## src/rtl/kwsc_pkg.sv

```systemverilog
// ----------------------------------------------------------------------------
// kwsc_pkg
// shared types, command codes and letter helpers for the keyword cipher
// ----------------------------------------------------------------------------
`default_nettype none

package kwsc_pkg;

	localparam int ALPHABET_SIZE = 26;
	localparam int IDX_W         = 5;

	localparam logic [IDX_W-1:0] LAST_IDX  = IDX_W'(ALPHABET_SIZE - 1);
	localparam logic [IDX_W-1:0] FULL_FILL = IDX_W'(ALPHABET_SIZE);

	localparam logic [7:0] CHAR_UPPER_A = 8'h41;
	localparam logic [7:0] CHAR_UPPER_Z = 8'h5a;
	localparam logic [7:0] CHAR_LOWER_A = 8'h61;
	localparam logic [7:0] CHAR_LOWER_Z = 8'h7a;

	// command codes
	localparam logic [2:0] CMD_START   = 3'd0;
	localparam logic [2:0] CMD_KEY     = 3'd1;
	localparam logic [2:0] CMD_END     = 3'd2;
	localparam logic [2:0] CMD_ENCRYPT = 3'd3;
	localparam logic [2:0] CMD_DECRYPT = 3'd4;

	typedef struct packed {
		logic [2:0] cmd;
		logic [7:0] in_char;
	} req_beat_t;

	typedef struct packed {
		logic [7:0] out_char;
		logic       status;
	} rsp_beat_t;

	typedef struct packed {
		logic             en;
		logic [IDX_W-1:0] addr;
		logic [IDX_W-1:0] data;
	} tbl_wr_t;

	typedef struct packed {
		logic             en;
		logic [IDX_W-1:0] addr;
	} tbl_rd_t;

	typedef struct packed {
		logic busy;
		logic ready;
	} key_status_t;

	typedef struct packed {
		logic             is_letter;
		logic             upper;
		logic [IDX_W-1:0] idx;
	} letter_t;

	typedef enum logic [3:0] {
		SEQ_IDLE = 4'b0001,
		SEQ_FILL = 4'b0010,
		SEQ_INV  = 4'b0100,
		SEQ_DONE = 4'b1000
	} seq_state_t;

	// classify a byte as letter, its case and alphabet position
	function automatic letter_t decode_letter(input logic [7:0] ch);
		letter_t    l;
		logic [7:0] diff;
		l.upper     = (ch >= CHAR_UPPER_A) && (ch <= CHAR_UPPER_Z);
		l.is_letter = l.upper || ((ch >= CHAR_LOWER_A) && (ch <= CHAR_LOWER_Z));
		diff        = ch - (l.upper ? CHAR_UPPER_A : CHAR_LOWER_A);
		l.idx       = diff[IDX_W-1:0];
		return l;
	endfunction

	// alphabet position back to a byte of the given case
	function automatic logic [7:0] letter_char(input logic [IDX_W-1:0] idx,
		input logic upper);
		return (upper ? CHAR_UPPER_A : CHAR_LOWER_A) + {3'b000, idx};
	endfunction

endpackage

`default_nettype wire

```

## src/rtl/keyword_substitution_cipher_top.sv

```systemverilog
// a taken request beat moves through stage 1 into the output register before its result beat is offered
// throughput: one beat per cycle for start, key letter, encrypt and decrypt while the response side is not stalled
// an end-key beat holds off further requests while the sequencer runs its fill
// steps, the forward-table reads feeding the inverse writes, and a finishing step
// reset clears the used-letter map, fill index, ready flag and the pipeline;
// the tables hold nothing valid until the first end-key build completes
// ----------------------------------------------------------------------------
// keyword_substitution_cipher_top
// keyword monoalphabetic substitution cipher with table memories
// ----------------------------------------------------------------------------
`default_nettype none

module keyword_substitution_cipher_top (
	input  wire                  clk,
	input  wire                  arst_n,
	input  wire                  req_valid,
	output logic                 req_ready,
	input  kwsc_pkg::req_beat_t  req,
	output logic                 rsp_valid,
	input  wire                  rsp_ready,
	output kwsc_pkg::rsp_beat_t  rsp
);

	// request side decode
	logic                         req_accept;
	kwsc_pkg::letter_t            req_letter;
	logic                         is_crypt;
	logic                         do_map;

	// keyword control and tables
	kwsc_pkg::key_status_t        key_status;
	kwsc_pkg::tbl_wr_t            fwd_wr;
	kwsc_pkg::tbl_rd_t            seq_fwd_rd;
	kwsc_pkg::tbl_rd_t            fwd_rd;
	kwsc_pkg::tbl_wr_t            inv_wr;
	kwsc_pkg::tbl_rd_t            inv_rd;
	logic [kwsc_pkg::IDX_W-1:0]   fwd_rd_data;
	logic [kwsc_pkg::IDX_W-1:0]   inv_rd_data;

	// stage 1: waiting for table read data
	logic                         valid_s1;
	logic                         map_s1;
	logic                         inv_s1;
	logic                         upper_s1;
	kwsc_pkg::rsp_beat_t          pass_s1;
	logic                         advance_s1;
	logic                         out_free;

	// output register
	logic                         rsp_valid_q;
	kwsc_pkg::rsp_beat_t          rsp_q;
	logic [kwsc_pkg::IDX_W-1:0]   map_idx;

	assign out_free   = !rsp_valid_q || rsp_ready;
	assign advance_s1 = valid_s1 && out_free;
	assign req_ready  = !key_status.busy && (!valid_s1 || advance_s1);
	assign req_accept = req_valid && req_ready;

	assign req_letter = kwsc_pkg::decode_letter(req.in_char);
	assign is_crypt   = (req.cmd == kwsc_pkg::CMD_ENCRYPT)
		|| (req.cmd == kwsc_pkg::CMD_DECRYPT);
	// only a letter with a ready alphabet needs a table lookup
	assign do_map     = is_crypt && key_status.ready && req_letter.is_letter;

	// the sequencer owns the forward read port while it runs
	always_comb begin
		if (key_status.busy) begin
			fwd_rd = seq_fwd_rd;
		end else begin
			fwd_rd.en   = req_accept && do_map && (req.cmd == kwsc_pkg::CMD_ENCRYPT);
			fwd_rd.addr = req_letter.idx;
		end
	end

	assign inv_rd.en   = req_accept && do_map && (req.cmd == kwsc_pkg::CMD_DECRYPT);
	assign inv_rd.addr = req_letter.idx;

	kwsc_key_ctrl u_key_ctrl (
		.clk         (clk),
		.arst_n      (arst_n),
		.cmd_accept  (req_accept),
		.cmd         (req.cmd),
		.key_letter  (req_letter.is_letter),
		.key_idx     (req_letter.idx),
		.fwd_rd_data (fwd_rd_data),
		.key_status  (key_status),
		.fwd_wr      (fwd_wr),
		.fwd_rd      (seq_fwd_rd),
		.inv_wr      (inv_wr)
	);

	kwsc_tables u_tables (
		.clk         (clk),
		.fwd_wr      (fwd_wr),
		.fwd_rd      (fwd_rd),
		.fwd_rd_data (fwd_rd_data),
		.inv_wr      (inv_wr),
		.inv_rd      (inv_rd),
		.inv_rd_data (inv_rd_data)
	);

	// stage 1 control
	always_ff @(posedge clk or negedge arst_n) begin
		if (!arst_n) begin
			valid_s1 <= 1'b0;
		end else if (req_accept) begin
			valid_s1 <= 1'b1;
		end else if (advance_s1) begin
			valid_s1 <= 1'b0;
		end
	end

	// stage 1 payload: either a finished result or a pending lookup
	always_ff @(posedge clk) begin
		if (req_accept) begin
			map_s1   <= do_map;
			inv_s1   <= (req.cmd == kwsc_pkg::CMD_DECRYPT);
			upper_s1 <= req_letter.upper;
			if (is_crypt) begin
				// not ready echoes with status set, non-letters pass through
				pass_s1.out_char <= req.in_char;
				pass_s1.status   <= !key_status.ready;
			end else begin
				pass_s1 <= '0;
			end
		end
	end

	// read data holds until the next lookup, which cannot start before advance
	assign map_idx = inv_s1 ? inv_rd_data : fwd_rd_data;

	always_ff @(posedge clk or negedge arst_n) begin
		if (!arst_n) begin
			rsp_valid_q <= 1'b0;
		end else if (advance_s1) begin
			rsp_valid_q <= 1'b1;
		end else if (rsp_ready) begin
			rsp_valid_q <= 1'b0;
		end
	end

	always_ff @(posedge clk) begin
		if (advance_s1) begin
			if (map_s1) begin
				rsp_q.out_char <= kwsc_pkg::letter_char(map_idx, upper_s1);
				rsp_q.status   <= 1'b0;
			end else begin
				rsp_q <= pass_s1;
			end
		end
	end

	assign rsp_valid = rsp_valid_q;
	assign rsp       = rsp_q;

	// requests are blocked for the whole key build
	a_block_busy: assert property (@(posedge clk) disable iff (!arst_n)
		key_status.busy |-> !req_ready)
		else $error("request taken during key build");

	// a lookup is only pending with a ready alphabet
	a_map_ready: assert property (@(posedge clk) disable iff (!arst_n)
		(valid_s1 && map_s1) |-> key_status.ready)
		else $error("lookup pending without ready alphabet");

	// a held stage 1 beat is never overwritten
	a_s1_hold: assert property (@(posedge clk) disable iff (!arst_n)
		(valid_s1 && !advance_s1) |-> !req_accept)
		else $error("stage 1 overwritten while stalled");

endmodule

`default_nettype wire

```

## src/rtl/kwsc_tables.sv

```systemverilog
// ----------------------------------------------------------------------------
// kwsc_tables
// forward and inverse substitution memories, registered reads
// ----------------------------------------------------------------------------
`default_nettype none

module kwsc_tables (
	input  wire                           clk,
	input  kwsc_pkg::tbl_wr_t             fwd_wr,
	input  kwsc_pkg::tbl_rd_t             fwd_rd,
	output logic [kwsc_pkg::IDX_W-1:0]    fwd_rd_data,
	input  kwsc_pkg::tbl_wr_t             inv_wr,
	input  kwsc_pkg::tbl_rd_t             inv_rd,
	output logic [kwsc_pkg::IDX_W-1:0]    inv_rd_data
);

	logic [kwsc_pkg::IDX_W-1:0] fwd_mem [kwsc_pkg::ALPHABET_SIZE];
	logic [kwsc_pkg::IDX_W-1:0] inv_mem [kwsc_pkg::ALPHABET_SIZE];

	// forward table: plain position to cipher letter
	always_ff @(posedge clk) begin
		if (fwd_wr.en && (fwd_wr.addr <= kwsc_pkg::LAST_IDX)) begin
			fwd_mem[fwd_wr.addr] <= fwd_wr.data;
		end
		if (fwd_rd.en && (fwd_rd.addr <= kwsc_pkg::LAST_IDX)) begin
			fwd_rd_data <= fwd_mem[fwd_rd.addr];
		end
	end

	// inverse table: cipher letter to plain position
	always_ff @(posedge clk) begin
		if (inv_wr.en && (inv_wr.addr <= kwsc_pkg::LAST_IDX)) begin
			inv_mem[inv_wr.addr] <= inv_wr.data;
		end
		if (inv_rd.en && (inv_rd.addr <= kwsc_pkg::LAST_IDX)) begin
			inv_rd_data <= inv_mem[inv_rd.addr];
		end
	end

endmodule

`default_nettype wire

```

## src/rtl/kwsc_key_ctrl.sv

```systemverilog
// ----------------------------------------------------------------------------
// kwsc_key_ctrl
// keyword state and the end-of-key fill and inverse build sequencer
// ----------------------------------------------------------------------------
`default_nettype none

module kwsc_key_ctrl (
	input  wire                           clk,
	input  wire                           arst_n,
	input  wire                           cmd_accept,
	input  wire  [2:0]                    cmd,
	input  wire                           key_letter,
	input  wire  [kwsc_pkg::IDX_W-1:0]    key_idx,
	input  wire  [kwsc_pkg::IDX_W-1:0]    fwd_rd_data,
	output kwsc_pkg::key_status_t         key_status,
	output kwsc_pkg::tbl_wr_t             fwd_wr,
	output kwsc_pkg::tbl_rd_t             fwd_rd,
	output kwsc_pkg::tbl_wr_t             inv_wr
);

	kwsc_pkg::seq_state_t                     state_q;
	logic [kwsc_pkg::ALPHABET_SIZE-1:0]       used_q;
	logic [kwsc_pkg::IDX_W-1:0]               fill_q;
	logic [kwsc_pkg::IDX_W-1:0]               k_q;
	logic                                     ready_q;
	logic                                     rd_pend_s1;
	logic [kwsc_pkg::IDX_W-1:0]               k_s1;
	logic                                     key_append;

	assign key_append = cmd_accept && (cmd == kwsc_pkg::CMD_KEY) && key_letter
		&& (fill_q < kwsc_pkg::FULL_FILL) && !used_q[key_idx];

	always_comb begin
		fwd_wr = '0;
		if (key_append) begin
			fwd_wr.en   = 1'b1;
			fwd_wr.addr = fill_q;
			fwd_wr.data = key_idx;
		end else if (state_q == kwsc_pkg::SEQ_FILL) begin
			fwd_wr.en   = !used_q[k_q];
			fwd_wr.addr = fill_q;
			fwd_wr.data = k_q;
		end
	end

	assign fwd_rd.en   = (state_q == kwsc_pkg::SEQ_INV);
	assign fwd_rd.addr = k_q;

	assign inv_wr.en   = rd_pend_s1;
	assign inv_wr.addr = fwd_rd_data;
	assign inv_wr.data = k_s1;

	assign key_status.busy  = (state_q != kwsc_pkg::SEQ_IDLE);
	assign key_status.ready = ready_q;

	always_ff @(posedge clk or negedge arst_n) begin
		if (!arst_n) begin
			state_q    <= kwsc_pkg::SEQ_IDLE;
			used_q     <= '0;
			fill_q     <= '0;
			k_q        <= '0;
			ready_q    <= 1'b0;
			rd_pend_s1 <= 1'b0;
		end else begin
			rd_pend_s1 <= 1'b0;
			unique case (state_q)
				kwsc_pkg::SEQ_IDLE: begin
					if (cmd_accept && (cmd == kwsc_pkg::CMD_START)) begin
						used_q  <= '0;
						fill_q  <= '0;
						ready_q <= 1'b0;
					end else if (key_append) begin
						used_q[key_idx] <= 1'b1;
						fill_q          <= kwsc_pkg::IDX_W'(fill_q + 1'b1);
					end else if (cmd_accept && (cmd == kwsc_pkg::CMD_END)) begin
						state_q <= kwsc_pkg::SEQ_FILL;
						k_q     <= '0;
					end
				end
				// check one letter per cycle and append it if the keyword left it out
				kwsc_pkg::SEQ_FILL: begin
					if (!used_q[k_q]) begin
						used_q[k_q] <= 1'b1;
						fill_q      <= kwsc_pkg::IDX_W'(fill_q + 1'b1);
					end
					if (k_q == kwsc_pkg::LAST_IDX) begin
						state_q <= kwsc_pkg::SEQ_INV;
						k_q     <= '0;
					end else begin
						k_q <= kwsc_pkg::IDX_W'(k_q + 1'b1);
					end
				end
				// read forward entry, write inverse entry in the cycle after
				kwsc_pkg::SEQ_INV: begin
					rd_pend_s1 <= 1'b1;
					if (k_q == kwsc_pkg::LAST_IDX) begin
						state_q <= kwsc_pkg::SEQ_DONE;
					end else begin
						k_q <= kwsc_pkg::IDX_W'(k_q + 1'b1);
					end
				end
				kwsc_pkg::SEQ_DONE: begin
					ready_q <= 1'b1;
					state_q <= kwsc_pkg::SEQ_IDLE;
				end
				default: begin
					state_q <= kwsc_pkg::SEQ_IDLE;
				end
			endcase
		end
	end

	always_ff @(posedge clk) begin
		if (state_q == kwsc_pkg::SEQ_INV) begin
			k_s1 <= k_q;
		end
	end

	// fill position always equals the number of letters placed
	a_fill_matches_used: assert property (@(posedge clk) disable iff (!arst_n)
		$countones(used_q) == 32'(fill_q))
		else $error("fill index out of step with used-letter map");

	// a ready alphabet is always complete
	a_ready_full: assert property (@(posedge clk) disable iff (!arst_n)
		ready_q |-> (fill_q == kwsc_pkg::FULL_FILL))
		else $error("alphabet ready with incomplete fill");

	// no command taken while the sequencer runs
	a_no_cmd_busy: assert property (@(posedge clk) disable iff (!arst_n)
		(state_q != kwsc_pkg::SEQ_IDLE) |-> !cmd_accept)
		else $error("command accepted during key build");

	// the fill pass always ends with a full alphabet
	a_fill_done_full: assert property (@(posedge clk) disable iff (!arst_n)
		(state_q == kwsc_pkg::SEQ_INV) |-> (fill_q == kwsc_pkg::FULL_FILL))
		else $error("inverse build started on incomplete alphabet");

endmodule

`default_nettype wire

```

## config.mk

```make
export PLATFORM = sky130hd
export DESIGN_NAME = keyword_substitution_cipher_top
export DESIGN_NICKNAME = d
export VERILOG_FILES = /design/src/rtl/kwsc_pkg.sv /design/src/rtl/keyword_substitution_cipher_top.sv /design/src/rtl/kwsc_tables.sv /design/src/rtl/kwsc_key_ctrl.sv
export SDC_FILE = /design/constraint.sdc
export NUM_CORES = 1
export LEC_CHECK = 0
export BUFFER_PORTS_ARGS = -buffer_cell sky130_fd_sc_hd__buf_2
export CELL_PAD_IN_SITES_DETAIL_PLACEMENT = 1
export CELL_PAD_IN_SITES_GLOBAL_PLACEMENT = 1
export CORE_ASPECT_RATIO = 2
export CORE_MARGIN = 2
export CORE_UTILIZATION = 49
export DETAILED_ROUTE_END_ITERATION = 10
export PLACE_DENSITY_LB_ADDON = 0.25
export SLEW_MARGIN = 10
export SYNTH_ARGS = -nofsm -noshare
export SYNTH_HDL_FRONTEND = slang
export SYNTH_HIERARCHICAL = 1
export SYNTH_SLANG_ARGS = --single-unit
```

## constraint.sdc

```tcl
create_clock -name clk -period 3.9 [get_ports clk]
set_input_delay 0.78 -clock clk [delete_from_list [all_inputs] [get_ports clk]]
set_output_delay 0.78 -clock clk [all_outputs]
set_load 0.1 [all_outputs]
```

==> summary.md, run 1 <==
| Metric | Value |
|---|---|
| Status | `finished, final reports clean` |
| First-pass GRT wire length | `61200 microns` |
| Drt pass-1 iters | `5` |
| CTS clk-pin slew, worst paths | `70 ps` |
| Unique masters post-synth | `74` |
| CP delay by family, top | `simple AND/OR/NAND/NOR gates` |
| Setup Skew | `9.813 ps` |
| Site Rows | `90` |
| Worst-margin pin slew | `1100 ps` |
| Root buffer cell | `clkbuf_16` |
| Critical path, cell by cell | `nor4b_4 > inv_1 > a21oi_4 > nand2_4 > inv_4 > nor3b_2 > and4_1 > o31ai_2 > nor4_2 > buf_4 > nor2_4 > buf_4 > nor2b_4 > buf_4 > nand4_1 > buf_6 > nor2_4` |
| Pleak | `0.005595 uW` |
| Syn_area_per_cell | `15.51 sq um` |
| Filler cells | `2817` |
| Clock period minus worst slack | `3825 ps` |
| #FFs+latches synth | `340` |
| CP dominant cell by count | `buf_4` |
| Critical path required time | `4170 ps` |
| Area Growth Syn to Fin | `14.67%` |
| Gr usage total | `25.81%` |
| Sequential share of the synthesized area | `66.46%` |
| Fin. Hold Viols | `0` |
| Synth Area in XOR/XNOR | `0.4661%` |
| DRT antenna net count | `0` |
| Critical Path Source Type | `flip-flop` |
| Crit path max-delay cell type | `dfstp_2` |
| Setup CP Type | `reg -> reg` |
| EDFF count, synth | `296` |
| Main combinational cell family by area after synthesis | `multiplexers` |
| Most area-hungry cell type in the Yosys netlist | `edfxtp_1` |
| Syn Inst Count | `969` |
| DPL Wire Length | `29590 microns` |
| GPL Wtd Cong | `0.8809` |
| Post-synth ARST share | `12.94%` |
| Port-buffer cells | `25` |
| CP Max Fanout | `5` |
| Cts bufs inserted | `29` |
| Simple-gate portion of the synthesized area | `8.714%` |
| Layout cells sized above 1 | `26.26%` |
| Initial antenna violation count | `3` |
| DRT iter0 DRCs | `492` |
| Number of global-route vias before repair | `10180` |
| Initial core utilization | `49.81%` |
| Placed inst area | `0.01621 sq mm` |
| Top cell type's share of synthesized area | `59.13%` |
| Vias/cell | `6.319` |
| Adder-cell share of the synthesized area | `0.7491%` |
| Clock Path Buffers | `3` |
| Post-route cell area | `0.01724 sq mm` |
| Crit. End Element | `flip-flop` |
| Pin count of the biggest net entering global routing | `45` |
| Chip Width | `127.9 microns` |
| CTS tree | `done` |
| WP buf/inv | `6` |
| CTS H-tree depth | `1` |
| HP Class | `in -> async` |
| Net Count, Synth | `993` |
| Critical path arrival | `4090 ps` |
| WL final | `40720 microns` |
| Wire length per cell | `28.20 microns` |
| Crit share post-route | `98.09%` |
| Clock sink total | `340` |
| Setup TNS Final | `0 ps` |
| DRC errors left | `0` |
| Largest stage delay, worst path | `590 ps` |
| Final Util | `57.12%` |
| Core Area | `0.03018 sq mm` |
| Slew Viols, Final | `0` |
| Slew HR | `26.69%` |
| Max-cap violations | `0` |
| Synth Cell Area | `0.01503 sq mm` |
| Ys Warns | `6` |
| List of most frequent post-synthesis cells | `edfxtp_1 (296), nor2_1 (79), mux4_2 (57), inv_1 (46)` |
| Die Y | `251.7 microns` |
| PD cells | `536.1 mW/mm^2` |
| Final Non-Filler Cells | `1444` |
| Synth Flop Type | `edfxtp_1` |
| Detailed-route via count | `9124` |
| Compound-Gate Fraction of Synth Area | `7.923%` |
| Worst skew pair latency | `570 ps` |
| Gr ovfl total | `0` |
| FMAX | `0.2614 GHz` |
| Most common cell in the synthesized netlist | `edfxtp_1` |
| Finish-stage setup viols | `0` |
| Die area | `0.03218 sq mm` |
| Cell Count Post-Placement | `1389` |
| Mux contribution to synthesized area | `12.32%` |
| Max VDD drop | `0.0004540 V` |
| Final net count | `1077` |
| Largest cells by area after synthesis | `edfxtp_1 (59%), mux4_2 (8.5%), dfrtp_1 (7.2%)` |
| I/O pin cnt | `26` |
==> placed cells by master, fill, tap and decap left out, drive strengths merged, types with 8 or more instances in the layout <==
master	synthesis	layout
dfrtp	43	43
o31ai	10	10
inv	46	47
a211oi	32	32
clkbuf	19	35
o21ai	15	15
a221oi	31	31
o22ai	24	24
nor4	10	10
edfxtp	296	296
buf	37	109
nand3b	8	8
a21oi	19	19
clkinv	0	11
nand2b	10	10
mux2	13	13
mux2i	26	26
mux4	63	63
and2	10	10
or3	9	9
ha	9	9
nor2	79	79
nand2	43	43
nor2b	19	19
nand3	9	9
nor3	18	18
==> flip-flops by register name, summed over array words and instances (netlist names) <==
signal,flops
inv_s1,1
valid_s1,1
u_key_ctrl/ready_q,1
u_key_ctrl/state_q,4
upper_s1,1
u_tables/inv_rd_data,5
u_key_ctrl/k_q,5
rsp_valid,1
u_key_ctrl/rd_pend_s1,1
u_key_ctrl/fill_q,5
u_tables/fwd_mem,130
rsp,9
pass_s1,9
u_tables/inv_mem,130
u_key_ctrl/k_s1,5
u_tables/fwd_rd_data,5
map_s1,1
u_key_ctrl/used_q,26
==> logic make-up after synthesis <==
family	after synthesis
XOR/XNOR	8
flip-flops	340
AND/OR/NAND/NOR	249
AO/OA/AOI/OAI	159
adder cells (fa/ha/maj)	9
buffers and inverters	102
multiplexers	102
==> final cells by class <==
| cell class | count | area, sq um | area share, % |
|---|---|---|---|
| clock buffers | 35 | 768.2 | 4.457 |
| flip-flops and latches | 340 | 9993 | 57.97 |
| multi-input cells | 527 | 4816 | 27.94 |
| inverters | 46 | 178.9 | 1.038 |
| clock inverters | 17 | 168.9 | 0.9799 |
| diodes | 2 | 5.005 | 0.02903 |
| repair buffers | 109 | 847.1 | 4.914 |
| well taps | 368 | 460.4 | 2.671 |
==> metrics by stage <==
step	setup slack (ps)	power, uW	hold WS (ps)
after detailed placement	-538.6	6395	540.4
final	74.66	9241	413.1
after floorplan	-142.2	5724	439.2
after global placement	-410.3	6349	519.7
after global routing	-51.07	9514	485.8
after CTS	2.006	9281	432.1
==> per-layer routing <==
metal | global-route usage [%] | part of all wire [%] | wire (microns) | vias up
met1 | 24.47 | 31 | 12710 | 4732
met2 | 51.57 | 59 | 24060 | 258
met3 | 3.032 | 3.5 | 1419 | 131
met4 | 14.60 | 6.2 | 2523 | 2
met5 | 0 | 0.032 | 13 | -
li1 | - | - | - | 4001
==> power by group <==
group          total (uW)  leakage (uW)  switching [uW]  internal [uW]
clock network        2900      0.000462            1300           1600
registers            4290       0.00316             202           4080
logic                2060       0.00197            1320            739
total                9240       0.00559            2820           6420
==> path summary, 6_finish.rpt <==
check / start / end / slack [ps] / cells past startpoint
min in group clk: req[7] / pass_s1[8] / 520 / 2
max reg2reg: u_key_ctrl/state_q[0] / u_tables/fwd_mem[3][0] / 70 / 17
min: arst_n / u_key_ctrl/used_q[16] / 410 / 1
max: u_key_ctrl/state_q[0] / u_tables/fwd_mem[3][0] / 70 / 17
max in group asynchronous: arst_n / rsp_valid / 2730 / 1
min reg2reg: pass_s1[6] / rsp[6] / 560 / 2
==> repair_timing <==
item                       in CTS  in global routing
pin swaps                       1                  3
gates cloned                    0                  0
hold buffers                    0                  0
resized for setup               1                 17
setup endpoints to repair      15                128
buffers inserted                1                  0
(Power assumes the default switching activity.)
==> run 2: changes to the inputs <==
CORE_ASPECT_RATIO = 0.9   (was 2)
CORE_MARGIN = 5   (was 2)
==> run 2 against run 1 <==
Compared with the run above: sequential cell count is the same; critical path depth shrank 2; final area grew 0.96%; first-iteration DRC count grew 58%; sequential share of layout area shrank 0.56 points; global-route usage shrank 3.2 points; count of clock-buffer cells in the layout grew 7; maximum frequency grew 3.1%.
==> summary.md, run 2 (same netlist as run 1, synthesis figures left out) <==
| Metric | Value |
|---|---|
| Status | `finished, final reports clean` |
| Setup Skew | `14.69 ps` |
| DRC errors left | `0` |
| Antenna diodes | `0` |
| Final Util | `57.81%` |
| Final Non-Filler Cells | `1487` |
| Critical Path Source Type | `primary input` |
| Crit share post-route | `95.14%` |
| WL final | `38260 microns` |
| Initial core utilization | `49.94%` |
| Worst-margin pin slew | `1081 ps` |
| Detailed-route via count | `9133` |
| DPL Wire Length | `26330 microns` |
| Slew Viols, Final | `0` |
| DRT antenna net count | `0` |
| DRT iter0 DRCs | `777` |
| CP Max Fanout | `8` |
| Layout cells sized above 1 | `26.85%` |
| Setup TNS Final | `0 ps` |
| FMAX | `0.2695 GHz` |
| RSZ-0062 raised after global routing | `false` |
| Crit. End Element | `flip-flop` |
| Chip Width | `194.6 microns` |
| Initial antenna violation count | `0` |
| Commonest non-fill, non-tap cell in the layout | `edfxtp_1` |
| Cts bufs inserted | `35` |
| Site Rows | `60` |
| Hold WS | `458.6 ps` |
| Total setup buffers inserted after CTS | `0` |
| Seq pwr share | `44.9%` |
| GPL Wtd Cong | `0.8492` |
| Vias/cell | `6.142` |
| Critical path required time | `4090 ps` |
| Internal | `6676 uW` |
| Max-cap violations | `0` |
| Fin. Hold Viols | `0` |
| Psw | `2810 uW` |
| Gr ovfl total | `0` |
| Setup CP Type | `in -> reg` |
| Clock sink total | `340` |
| CTS clk-pin slew, worst paths | `70 ps` |
| Port-buffer cells | `25` |
| Worst skew pair latency | `520 ps` |
| Max VDD drop | `0.0003805 V` |
| Number of global-route vias before repair | `9912` |
| I/O pin cnt | `26` |
| Gr usage total | `22.64%` |
| Core Area | `0.03010 sq mm` |
| Cell Count Post-Placement | `1428` |
| CTS H-tree depth | `2` |
| Die Y | `176.2 microns` |
| Pleak | `0.005675 uW` |
| Clock period minus worst slack | `3711 ps` |
| PD cells | `545.1 mW/mm^2` |
| HP Class | `in -> async` |
| Slew HR | `27.91%` |
| CTS tree | `done` |
| Power, Total | `9486 uW` |
| Finish-stage setup viols | `0` |
| Largest regs | `u_tables/fwd_mem x130, u_tables/inv_mem x130, u_key_ctrl/used_q x26` |
| Die area | `0.03429 sq mm` |
| Clock Power Share | `33.9%` |
| Clock Path Buffers | `3` |
| Area Growth Syn to Fin | `15.76%` |
| Root buffer cell | `clkbuf_16` |
| Final net count | `1086` |
| Pin count of the biggest net entering global routing | `45` |
| Commonest non-fill, non-tap cells in the layout | `edfxtp_1 (296), buf_4 (81), nor2_1 (64)` |
| First-pass GRT wire length | `60200 microns` |
| Logic gate share of total power | `21.2%` |
| Drt pass-1 iters | `5` |
| Wire length per cell | `25.73 microns` |
| Switch share | `29.62%` |
| Critical path arrival | `3900 ps` |
[run 2: power groups by stage]
stage	clock, uW	combinational, uW	sequential (uW)
detailed placement	0	1990	4330
floorplan	0	1240	4490
finish	3210	2010	4260
CTS	3290	2010	4260
global placement	0	1960	4330
global route	3490	2120	4280
[run 2: final timing paths]
kind                                       start                 endpoint  slack (ps)  cells past startpoint
max                                       req[1]  u_tables/fwd_mem[17][0]         190                     15
min                                       arst_n    u_key_ctrl/state_q[3]         460                      1
max reg2reg                u_key_ctrl/state_q[0]   u_tables/fwd_mem[8][3]         240                     14
min reg2reg                           pass_s1[6]                   rsp[6]         530                      2
max in group asynchronous                 arst_n                rsp_valid        2720                      1
min in group clk                      pass_s1[6]                   rsp[6]         530                      2
[run 2: final cells by class]
type / instances / area (sq um)
clock buffers: 42 / 954.7
clock inverters: 17 / 141.4
fillers: 2838 / 12700
inverters: 46 / 178.9
multi-input cells: 527 / 4778
flip-flops and latches: 340 / 9992
well taps: 403 / 504.2
repair buffers: 112 / 853.3
[run 2: per-stage QoR]
step	area (sq um)	worst slack, ps
CTS	17400	141.0
global placement	16300	-260.9
finish	17400	189.4
global route	17400	19.35
detailed placement	16300	-425.9
floorplan	15240	-142.2
[run 2: repair_timing]
action / in CTS / in global routing
setup endpoints to repair: 0 / 75
hold buffers: 0 / 0
resized for setup: 0 / 2
[run 2: routing by layer]
layer  wire length [microns]  track usage, %  up-vias
li1                        -               -     4035
met1                   15770           30.58     4706
met2                   19130           38.15      329
met3                    2468           4.274       63
met4                     880           6.151        0
met5                       0               0        -
[run 2: worst max-delay path, cell delays in order]
cell	delay (ps)
buf_2	110
inv_1	80
ha_2	180
or3b_4	420
xnor2_4	220
inv_1	100
mux4_2	320
a211oi_2	250
nor4_2	120
nor2_4	230
nor2b_1	90
buf_4	170
buf_4	140
or3b_4	440
nor2_2	250
